===== src/hdl/cgp_pkg.sv =====
// Package for the sparse graph permutation block.
// Holds sizes, operation codes, controller states and the command and status structs.
// No dependencies.
package cgp_pkg;

    localparam int MAX_VERTICES    = 1024;
    localparam int VTX_W           = 10;
    localparam int OFFS_AW         = 11;
    localparam int MAX_ENTRIES     = 8192;
    localparam int ENT_W           = 13;
    localparam int OFFS_W          = 14;
    localparam int COLUMN_BITS     = 20;
    localparam int MAX_ROW_RESULTS = 64;
    localparam int K_W             = 7;
    localparam int VCNT_W          = 11;
    localparam int WHI_W           = 21;
    localparam int CFG_DATA_W      = 21;
    localparam int CFG_IDX_W       = 2;

    typedef enum logic [2:0] {
        OP_WR_OFFSET = 3'd0,
        OP_WR_COLUMN = 3'd1,
        OP_WR_PERM   = 3'd2,
        OP_WR_INV    = 3'd3,
        OP_EMIT      = 3'd4
    } t_op;

    typedef enum logic [1:0] {
        CFG_VERTEX_COUNT = 2'd0,
        CFG_PERMUTE_MODE = 2'd1,
        CFG_WINDOW_LOW   = 2'd2,
        CFG_WINDOW_HIGH  = 2'd3
    } t_cfg_reg;

    typedef enum logic [1:0] {
        MODE_FULL   = 2'd0,
        MODE_ROWS   = 2'd1,
        MODE_COLS   = 2'd2,
        MODE_WINDOW = 2'd3
    } t_mode;

    typedef enum logic [3:0] {
        ST_IDLE,
        ST_CHECK,
        ST_OLDROW,
        ST_OFFS,
        ST_BOUNDS,
        ST_EMPTY,
        ST_COLRD,
        ST_REMAP,
        ST_PUT
    } t_state;

    typedef struct packed {
        logic latch_in;
        logic do_write;
        logic rd_iperm;
        logic set_old;
        logic rd_offs;
        logic set_bounds;
        logic rd_col;
        logic rd_perm;
        logic load_out;
        logic load_empty;
    } t_cmd;

    typedef struct packed {
        logic emit_ok;
        logic len_zero;
        logic out_free;
        logic k_last;
    } t_status;

endpackage


===== src/hdl/cgp_ctrl.sv =====
// Controller state machine of the sparse graph permutation block.
// Sequences writes and row emission through commands to cgp_datapath; uses cgp_pkg.
module cgp_ctrl (
    input  logic             i_clk,
    input  logic             i_rst_n,
    input  logic             i_in_valid,
    input  logic [2:0]       i_in_operation,
    output logic             o_in_ready,
    input  cgp_pkg::t_status i_status,
    output cgp_pkg::t_cmd    o_cmd
);
    import cgp_pkg::*;

    t_state r_state, n_state;

    always_ff @(posedge i_clk) begin
        if (!i_rst_n) begin
            r_state <= ST_IDLE;
        end else begin
            r_state <= n_state;
        end
    end

    always_comb begin
        n_state    = r_state;
        o_cmd      = '0;
        o_in_ready = 1'b0;
        case (r_state)
            ST_IDLE: begin
                o_in_ready = 1'b1;
                if (i_in_valid) begin
                    o_cmd.latch_in = 1'b1;
                    if (i_in_operation == OP_EMIT) begin
                        n_state = ST_CHECK;
                    end else begin
                        o_cmd.do_write = 1'b1;
                    end
                end
            end
            ST_CHECK: begin
                if (i_status.emit_ok) begin
                    o_cmd.rd_iperm = 1'b1;
                    n_state        = ST_OLDROW;
                end else begin
                    n_state = ST_IDLE;
                end
            end
            ST_OLDROW: begin
                o_cmd.set_old = 1'b1;
                n_state       = ST_OFFS;
            end
            ST_OFFS: begin
                o_cmd.rd_offs = 1'b1;
                n_state       = ST_BOUNDS;
            end
            ST_BOUNDS: begin
                o_cmd.set_bounds = 1'b1;
                n_state = i_status.len_zero ? ST_EMPTY : ST_COLRD;
            end
            ST_EMPTY: begin
                if (i_status.out_free) begin
                    o_cmd.load_empty = 1'b1;
                    n_state          = ST_IDLE;
                end
            end
            ST_COLRD: begin
                o_cmd.rd_col = 1'b1;
                n_state      = ST_REMAP;
            end
            ST_REMAP: begin
                o_cmd.rd_perm = 1'b1;
                n_state       = ST_PUT;
            end
            ST_PUT: begin
                if (i_status.out_free) begin
                    o_cmd.load_out = 1'b1;
                    n_state = i_status.k_last ? ST_IDLE : ST_COLRD;
                end
            end
            default: begin
                n_state = ST_IDLE;
            end
        endcase
    end

endmodule


===== config.mk =====
export PLATFORM = sky130hd
export DESIGN_NAME = cgp_ctrl
export DESIGN_NICKNAME = d
export VERILOG_FILES = /design/src/hdl/cgp_pkg.sv /design/src/hdl/cgp_ctrl.sv
export SDC_FILE = /design/constraint.sdc
export NUM_CORES = 1
export LEC_CHECK = 0
export BUFFER_PORTS_ARGS = -buffer_cell sky130_fd_sc_hd__buf_4
export CORE_AREA = 2 2 39 41
export CTS_CLUSTER_SIZE = 12
export DETAILED_ROUTE_END_ITERATION = 12
export DIE_AREA = 0 0 41 43
export PLACE_DENSITY_LB_ADDON = 0.05
export SLEW_MARGIN = 10
export SYNTH_ARGS = -nofsm -noshare
export SYNTH_HDL_FRONTEND = slang
export SYNTH_SLANG_ARGS = --single-unit

===== constraint.sdc =====
create_clock -name i_clk -period 1.57 [get_ports i_clk]
set_input_delay 0.314 -clock i_clk [delete_from_list [all_inputs] [get_ports i_clk]]
set_output_delay 0.314 -clock i_clk [all_outputs]
set_load 0.02 [all_outputs]

* Yosys cells after proc, flatten, opt, wreduce, memory -nomap -nowiden *
Cells that the tools add are included.

word-level totals
  register bits = 4
  input port bits = 10
  output and inout port bits = 11
  word-level logic and storage cells = 38

cells by class
  equality and inequality tests = 13
  muxes and demuxes = 22
  reductions and logical operators = 2

operators with widths
  operator                                       count
  one-hot mux 4 bit (9 select lines)             1
  == test 4 x 3 -> 1 bit, second input constant  4
  two-way mux 4 bit                              4
  two-way mux 1 bit                              12
  == test 4 x 2 -> 1 bit, second input constant  2
  two-way mux 2 bit                              4
  != test 2 bit, second input constant           4
  == test 4 x 1 -> 1 bit, second input constant  1
  == test 4 bit, second input constant           1
  logical NOT 4 bit                              1
  AND reduction 4 bit                            1
  == test 3 bit, second input constant           1
  two-way mux 3 bit                              1

* Depth between registers and ports, before layout *
Gate-level depths: netlist (run 1).

  depth after elaboration = 4
  depth in mapped cells = 5
  mapped depth without buffers = 4

* Worst setup path before layout (run 1) *
OpenSTA, ideal clock, no wires.

  kind = reg-to-output
  start = register r_state[0]
  end = output port o_cmd[8] (netlist bit)
  arrival = 1.855 ns
  data required time = 1.256 ns
  slack = -0.599 ns
  cell stages (with the launch flop) = 4
  buffers on the path = 0
  cell sequence = dfxtp_1 -> nor4_1 -> and2_1 -> nor2b_1

RTL lines
  element                 RTL line        text
  start, declared         cgp_ctrl.sv:14  t_state r_state, n_state;
  start signal, assigned  cgp_ctrl.sv:20  r_state <= n_state;
  end, declared           cgp_ctrl.sv:10  output cgp_pkg::t_cmd o_cmd

==> results.toml, run 1 <==
[grt]
antenna_found_initial = 0
grt_max_degree = 9
grt_usage = 0.154
grt_pass1_wl_um = 1810
grt_overflow_total = 0
grt_pass1_vias = 447

[cts]
clockRootBuffer = "clkbuf_4"
cts_made_buffers = 3
cts_tree = "built"
clk_pin_slew_ns = 0.04
htree_levels = 1
cts_buffer_depth = 2
hold_buffers = 0
cts_num_sinks = 4
clkLatencyLatePin_ns = 0.24

[routing]
avgViaCountPerCell = 4.91
routedWlPerCell_um = 12.4
post-route-drc-count = 0
num_vias = 476
wirelength_um = 1210
drtPass1Iterations = 3
detail-route-antenna-nets = 0
drtIter0Drc = 4

[cells_and_area]
filler_cell_count = 133
fin_nets = 93
final_common_cell = "buf_4"
syn2layout_area_growth_pct = 99.3
layout_common_cells = "buf_4, nor3_2, buf_6"
fin_area_um2 = 733
largest_register_ffs = 4
reg_top3 = "r_state (4)"
regMostFlops = "r_state"
diodes = 0
drive_gt1_frac = 0.741

[run]
cap_violations = 0

[timing]
setup_viol = 3
hold_viol_final = 0
fin_ws_ns = -0.0990
fmax_mhz = 599
rsz0062_at_grt = "yes"
min_period_over_period = 1.06
slew_viol_final = 0
tightest_slew_ns = 0.297
fin_crit_ns = 1.67
timing.hold.ws_ns = 0.311
tns_ns = -0.197
slew_headroom = 0.801
fin_skew_ns = 0.00522

[setup_path]
r2r_end = "r_state[2]$_SDFFE_PN0P_"
crit_fanout = 7
required_ns = 1.26
cp-endpoint = "o_cmd[1]"
end_kind = "primary output"
r2r_start = "r_state[3]$_SDFFE_PN0P_"
path_class = "reg -> out"
cp-start-kind = "flip-flop"
regToRegSetupSlack_ns = 0.09
reg2reg_depth = 7
arrival_ns = 1.36
startpoint = "r_state[1]$_SDFFE_PN0P_"

[place]
place.gp.congestion = 0.748
portBuffers = 20
detailedPlace.worstSlack_ns = 0.0366
postPlaceCellArea_um2 = 603
dp_hpwl_um = 856

[pwr]
p_leak_nw = 0.339
power_density_mw_per_mm2 = 415
p_total_mw = 0.304
ir_worst_vdd_mv = 0.155

[synth]
synth-compound-area-share = 0.218
synth-xor-area-share = 0
synth_nets = 59
synth_top_family_by_area = "simple AND/OR/NAND/NOR gates"
ys_ff_latch = 4
synth_cells = 49
yosys_warnings = 0
synth_area_um2 = 368
synth_area_per_cell_um2 = 7.51
yosysSeqAreaShare = 0.218
synth_fa_ha_area_frac = 0
yosys-mux-area-fraction = 0
yosys.area_share.simple = 0.466
yosysUniqueCellTypes = 29

[die]
die_x_um = 41
die_h_um = 43
core_mm2 = 0.00138
start_util = 0.266
ios = 21
rows = 14
dieArea_mm2 = 0.00176

[worst_hold_path]
hold_class = "in -> reg"

[run_status]
violations = "setup timing"
status = "finished, violations left"
-- worst min-delay path by stage --
stage / startpoint / end / slack, ns / cells past startpoint
after global routing: i_rst_n / r_state[3]$_SDFFE_PN0P_ / 0.31 / 2
after detailed placement: i_rst_n / r_state[3]$_SDFFE_PN0P_ / 0.56 / 2
after floorplan: i_rst_n / r_state[3]$_SDFFE_PN0P_ / 0.44 / 1
after global placement: i_rst_n / r_state[3]$_SDFFE_PN0P_ / 0.56 / 2
final: i_rst_n / r_state[3]$_SDFFE_PN0P_ / 0.31 / 2
after CTS: i_rst_n / r_state[3]$_SDFFE_PN0P_ / 0.31 / 2
-- cell families (layout without fill, tap and decap cells) --
group	count (synthesis)	in the layout
AO/OA/AOI/OAI	10	10
AND/OR/NAND/NOR	29	29
buffers and inverters	6	38
flip-flops	4	4
-- where the power goes --
| part | switching [mW] | internal (mW) |
|---|---|---|
| combinational | 0.0284 | 0.0408 |
| clock | 0.0498 | 0.0861 |
| sequential | 0.00129 | 0.0981 |
-- critical path: stages (launching register included) --
cell	delay [ns]
dfxtp_4	0.36
or4_4	0.54
nor2_4	0.10
buf_6	0.12
-- Yosys cell counts (all sizes together) --
master / instances / area share
nor2b: 4 / 0.068
or3: 1 / 0.017
nor4: 1 / 0.017
or4: 1 / 0.020
clkbuf: 1 / 0.020
nand4: 1 / 0.017
inv: 2 / 0.020
nor3: 4 / 0.054
or4b: 1 / 0.027
o21ai: 2 / 0.037
o22ai: 1 / 0.017
and3: 1 / 0.017
o41ai: 1 / 0.024
a21oi: 3 / 0.051
o311ai: 1 / 0.044
nand2: 2 / 0.020
buf: 3 / 0.058
nor3b: 3 / 0.061
a31oi: 1 / 0.017
dfxtp: 4 / 0.22
and2: 2 / 0.034
and2b: 1 / 0.027
nor2: 5 / 0.051
nand2b: 2 / 0.034
a21bo: 1 / 0.027
-- routing by layer --
metal | share of wire | up-vias | track usage
met3 | 0.062 | 2 | 0.0576
li1 | - | 242 | -
met5 | 0 | - | 0
met2 | 0.51 | 16 | 0.253
met1 | 0.41 | 216 | 0.161
met4 | 0.011 | 0 | 0.0733
-- stage by stage --
stage	instances	utilization
CTS	96	0.498
floorplan	49	-
detailed placement	90	0.436
finish	97	0.530
global route	97	0.530
global placement	90	0.436
-- timing repair --
item                       CTS  global route
setup buffers                3             1
setup endpoints to repair    9            11
cloned                       0             0
gates resized for setup     14            10
-- layout make-up --
| type | instances | area, um2 | share of cell area |
|---|---|---|---|
| clock buffers | 3 | 22.5 | 0.0307 |
| inverters | 2 | 7.51 | 0.0102 |
| multi-input cells | 39 | 328 | 0.447 |
| flip-flops and latches | 4 | 92.6 | 0.126 |
| repair buffers | 33 | 263 | 0.358 |
| well taps | 16 | 20.0 | 0.0273 |
No activity file was read; power rests on OpenSTA's default activity.
==> run 2: changes to the inputs <==
--- a/config.mk
+++ b/config.mk
@@ -5,12 +5,14 @@
 export SDC_FILE = /design/constraint.sdc
 export NUM_CORES = 1
 export LEC_CHECK = 0
+export ABC_AREA = 1
 export BUFFER_PORTS_ARGS = -buffer_cell sky130_fd_sc_hd__buf_4
 export CORE_AREA = 2 2 39 41
+export CTS_BUF_LIST = sky130_fd_sc_hd__clkbuf_8
 export CTS_CLUSTER_SIZE = 12
 export DETAILED_ROUTE_END_ITERATION = 12
 export DIE_AREA = 0 0 41 43
-export PLACE_DENSITY_LB_ADDON = 0.05
+export PLACE_DENSITY = 0.59
 export SLEW_MARGIN = 10
 export SYNTH_ARGS = -nofsm -noshare
 export SYNTH_HDL_FRONTEND = slang
==> run 2 against run 1 <==
First-iteration DRC count is 25% lower. Die area stayed put. Critical path depth is 2 higher. Core utilization is 12 points lower. Hold slack better by 0.0063 ns. Non-clock buffer count is 13 lower. Clock power is 57% higher. Critical path type unchanged. The run now ends clean. Sequential power is 6% higher.
==> results.toml, run 2 <==
[run_status]
status = "complete, no violations"

[cells_and_area]
fin_nets = 94
layout_common_cells = "buf_4, nor2_1, nand3_1, inv_1, nand2_1"
fin_area_um2 = 566
syn2layout_area_growth_pct = 63.8
regMostFlops = "r_state"
regArea_um2 = 81.3
multi_input_area_um2 = 228
final_common_cell = "buf_4"
reg_top3 = "r_state (4)"
diodes = 0
filler_cell_count = 150
largest_register_ffs = 4
drive_gt1_frac = 0.427

[cts]
htree_levels = 1
clkLatencyLatePin_ns = 0.22
cts_tree = "built"
clk_pin_slew_ns = 0.03
cts_setup_buffers = 0
cts_made_buffers = 3
clockRootBuffer = "clkbuf_8"
cts_buffer_depth = 2
cts_num_sinks = 4

[place]
dp_hpwl_um = 737
place.gp.congestion = 0.739
postPlaceCellArea_um2 = 515
portBuffers = 20

[pwr]
power_density_mw_per_mm2 = 664
p_leak_nw = 0.297
p_total_mw = 0.375
ir_worst_vdd_mv = 0.568

[synth]
synth_area_um2 = 345
synth_area_per_cell_um2 = 5.85
synth_common_cells = "nor2_1, nand3_1, inv_1"
synth_edf_count = 0
ys_ff_latch = 4
yosys-top-cells-area = "dfxtp_1, nand3_1, nor2_1, inv_1, nand2_1"
synth_top_area_cell = "dfxtp_1"
async_reset_ff_frac = 0
yosys_warnings = 0
synth_nets = 69
synth_top_area_frac = 0.232
yosysSeqAreaShare = 0.232
ys.flop_type = "dfxtp_1"
yosysUniqueCellTypes = 14
synth_cells = 59
yosysMostFrequentCell = "nor2_1"

[routing]
avgViaCountPerCell = 4.28
routedWlPerCell_um = 8.73
detail-route-antenna-nets = 0
drtIter0Drc = 3
wirelength_um = 856
num_vias = 419
post-route-drc-count = 0
drtPass1Iterations = 4

[timing]
min_period_over_period = 0.930
tns_ns = 0
slew_viol_final = 0
slew_headroom = 0.842
fin_crit_ns = 1.46
hold_viol_final = 0
tightest_slew_ns = 0.236
setup_viol = 0
rsz0062_at_grt = "no"
fmax_mhz = 685
fin_skew_ns = 0.00304

[setup_path]
worstPathCellList = "inv_1, nor2_1, nand2_1, nor2_1, buf_4"
crit_fanout = 3
cp-start-kind = "flip-flop"
crit_path_frequent_cell = "nor2_1"
startpoint = "r_state[3]$_SDFFE_PN0P_"
required_ns = 1.26
regToRegSetupSlack_ns = 0.46
r2r_start = "r_state[3]$_SDFFE_PN0P_"
end_kind = "primary output"
path_class = "reg -> out"
slowest_stage = "dfxtp_1"
arrival_ns = 1.15
slowest_delay_ns = 0.40

[grt]
grt_pass1_vias = 354
antenna_found_initial = 0
grt_pass1_wl_um = 1320
grt_overflow_total = 0
grt_usage = 0.107
grt_max_degree = 7

[worst_hold_path]
worstHoldStart = "i_rst_n"
hold_class = "in -> reg"

[die]
dieArea_mm2 = 0.00176
rows = 14
start_util = 0.250
ios = 21
die_h_um = 43
die_x_um = 41
core_mm2 = 0.00138

[run]
cap_violations = 0
==> run 2: metal layers <==
layer / up-vias / wire (um) / GRT usage
li1: 232 / - / -
met1: 179 / 378 / 0.132
met2: 8 / 436 / 0.169
met3: 0 / 41 / 0.0628
met4: 0 / 0 / 0
met5: - / 0 / 0
==> run 2: metrics by stage <==
stage,instances,worst slack [ns],hold slack (ns),utilization
after detailed placement,95,0.287,0.536,0.373
after global placement,95,0.278,0.532,0.373
final,98,0.110,0.317,0.409
after floorplan,59,0.340,0.432,-
after CTS,98,0.0498,0.313,0.402
after global routing,98,0.00589,0.310,0.409
==> run 2: where the power goes <==
part / switching [mW] / internal [mW] / total, mW
registers: 0.00145 / 0.103 / 0.105
clock network: 0.0504 / 0.163 / 0.214
logic: 0.0285 / 0.0284 / 0.0569
total: 0.0804 / 0.295 / 0.375
==> run 2: what timing repair did <==
item                                    CTS  global route
resized for setup                         0             3
hold buffers                              0             0
endpoints found under the setup margin    0             3
==> run 2: cell type report <==
class | count | share of cell area
clock buffers | 3 | 0.0730
inverters | 12 | 0.0796
multi-input cells | 43 | 0.403
flip-flops and latches | 4 | 0.144
well taps | 16 | 0.0354
repair buffers | 20 | 0.265
==> run 2: cells by family (layout without fill, tap and decap cells) <==
family | count (synthesis) | count (layout) | synth area share
buffers and inverters | 12 | 35 | 0.130
AOI/OAI and AO/OA | 4 | 4 | 0.0761
DFF | 4 | 4 | 0.232
and+or+nand+nor | 39 | 39 | 0.562
==> run 2: worst paths after layout <==
kind / to / depth (start not counted)
max: o_cmd[1] / 5
min: r_state[3]$_SDFFE_PN0P_ / 2
max reg2reg: r_state[0]$_SDFFE_PN0P_ / 7
min reg2reg: r_state[2]$_SDFFE_PN0P_ / 4
==> run 2: critical path, delay by kind of cell (launching register included) <==
kind                   cells  cell delay, ns
and+or+nand+nor            3            0.31
buffers and inverters      2            0.22
DFF                        1            0.40
==> run 3: changes to the inputs <==
--- a/config.mk
+++ b/config.mk
@@ -12,7 +12,7 @@
 export CTS_CLUSTER_SIZE = 12
 export DETAILED_ROUTE_END_ITERATION = 12
 export DIE_AREA = 0 0 41 43
-export PLACE_DENSITY = 0.59
+export PLACE_DENSITY = 0.61
 export SLEW_MARGIN = 10
 export SYNTH_ARGS = -nofsm -noshare
 export SYNTH_HDL_FRONTEND = slang
==> run 3 against run 2 <==
Fmax is 0.14% lower. Final cell count stayed put. Global-route usage is 1.5 points higher. Flip-flop and latch count stayed put. Clock power hardly changed. Highest routed layer unchanged. Critical endpoint is now o_cmd[0]. Non-clock buffer count stayed put. Largest cell class unchanged.
==> results.toml, run 3 (synthesis results as in run 2) <==
[pwr]
intPower_mw = 0.295
ir_worst_vdd_mv = 0.396
p_leak_nw = 0.297
clock_power_share = 0.567
power_frac_comb = 0.152
power_switching_mw = 0.0793
seq_power_share = 0.280
switching_share = 0.212
power_density_mw_per_mm2 = 662

[routing]
wl_met3_um = 36
drtIter0Drc = 4
num_vias = 409
drtPass1Iterations = 4
wl_met2_um = 469
detail-route-antenna-nets = 0
wl_met1_um = 363
highest_layer = "met3"
wirelength_um = 869
avgViaCountPerCell = 4.17
post-route-drc-count = 0
routedWlPerCell_um = 8.87

[timing]
tns_ns = 0
rsz0062_at_grt = "no"
fin_crit_ns = 1.46
slew_headroom = 0.846
setup_viol = 0
min_period_over_period = 0.931
slew_viol_final = 0
tightest_slew_ns = 0.231
fmax_mhz = 684
hold_viol_final = 0
fin_skew_ns = 0.00304

[setup_path]
cp-start-kind = "flip-flop"
startpoint = "r_state[0]$_SDFFE_PN0P_"
cp-endpoint = "o_cmd[0]"
slowest_stage = "dfxtp_1"
crit_buf_inv = 2
path_class = "reg -> out"
regToRegSetupSlack_ns = 0.46
arrival_ns = 1.15
crit_fanout = 5
reg2reg_depth = 7
required_ns = 1.26
worst-path-stages = 5
slowest_delay_ns = 0.39
end_kind = "primary output"
r2r_start = "r_state[3]$_SDFFE_PN0P_"
crit_family = "flip-flops"
worstPathCellList = "inv_2, nor2_2, nand2_1, nor2_1, buf_4"
r2r_end = "r_state[2]$_SDFFE_PN0P_"

[cells_and_area]
reg_top3 = "r_state (4)"
regMostFlops = "r_state"
filler_cell_count = 155
final_common_cell = "buf_4"
largest_register_ffs = 4
syn2layout_area_growth_pct = 63.8
regArea_um2 = 81.3
fin_nets = 94
diodes = 0
multi_input_area_um2 = 228
drive_gt1_frac = 0.427
layout_common_cells = "buf_4, nor2_1, nand3_1, inv_1, nand2_1"
fin_area_um2 = 566

[cts]
cts_setup_buffers = 0
cts_made_buffers = 3
clkLatencyLatePin_ns = 0.21
cts_buffer_depth = 2
cts_num_sinks = 4
clockRootBuffer = "clkbuf_8"
htree_levels = 1
clk_pin_slew_ns = 0.03
hold_buffers = 0
cts_tree = "built"

[grt]
grt_overflow_total = 0
antenna_found_initial = 0
grt_max_degree = 7
grt_usage = 0.123
grt_pass1_vias = 376
grt_pass1_wl_um = 1440

[die]
rows = 14
start_util = 0.250
core_mm2 = 0.00138
die_x_um = 41
dieArea_mm2 = 0.00176
die_h_um = 43
ios = 21

[place]
postPlaceCellArea_um2 = 515
place.gp.congestion = 0.784
portBuffers = 20
dp_hpwl_um = 765

[run_status]
status = "complete, no violations"

[run]
cap_violations = 0

[worst_hold_path]
hold_class = "in -> reg"
run 3: cell counts in the layout (fill, tap and decap cells not counted):
Identical to the previous run, type by type.
run 3: power by group through the flow:
stage	clock network (mW)	logic (mW)	registers, mW
2_1_floorplan	0	0.0273	0.106
3_3_place_gp	0	0.0563	0.106
3_5_place_dp	0	0.0572	0.106
4_1_cts	0.219	0.0573	0.105
5_1_grt	0.229	0.0627	0.105
6_report	0.212	0.0571	0.105
run 3: worst min path at each step:
stage	startpoint	endpoint	cells past startpoint	slack, ns
6_report	i_rst_n	r_state[3]$_SDFFE_PN0P_	2	0.33
5_1_grt	i_rst_n	r_state[3]$_SDFFE_PN0P_	2	0.32
4_1_cts	i_rst_n	r_state[3]$_SDFFE_PN0P_	2	0.33
3_5_place_dp	i_rst_n	r_state[3]$_SDFFE_PN0P_	2	0.55
3_3_place_gp	i_rst_n	r_state[3]$_SDFFE_PN0P_	2	0.54
2_1_floorplan	i_rst_n	r_state[3]$_SDFFE_PN0P_	1	0.43
run 3: worst register-to-register path: stages, from the launching register on:
cell	delay [ns]
dfxtp_1	0.40
inv_1	0.07
nor2_1	0.12
nand2_1	0.10
nand2_1	0.09
nand2_2	0.06
nand3_1	0.09
a21oi_1	0.06
run 3: cell type report:
type,instances,share of cell area
well taps,16,0.0354
inverters,12,0.0796
flip-flops and latches,4,0.144
multi-input cells,43,0.403
repair buffers,20,0.265
clock buffers,3,0.0730
run 3: repair_timing:
| action | 4_1_cts | 5_1_grt |
|---|---|---|
| endpoints found under the setup margin | 0 | 2 |
| gates resized for setup | 0 | 3 |
| endpoints found under the hold margin | 0 | 0 |
run 3: metrics by stage:
step,hold WS [ns],utilization,std cells,total power [mW],setup slack (ns)
6_report,0.326,0.409,98,0.374,0.108
2_1_floorplan,0.432,-,59,0.133,0.340
5_1_grt,0.322,0.409,98,0.396,0.0117
3_5_place_dp,0.546,0.373,95,0.163,0.283
3_3_place_gp,0.538,0.373,95,0.162,0.282
4_1_cts,0.325,0.402,98,0.381,0.0582
run 3: routing by layer:
layer / vias to the layer above / global-route usage
li1: 231 / -
met2: 6 / 0.191
met1: 172 / 0.139
met4: 0 / 0.0600
met3: 0 / 0.0471
met5: - / 0
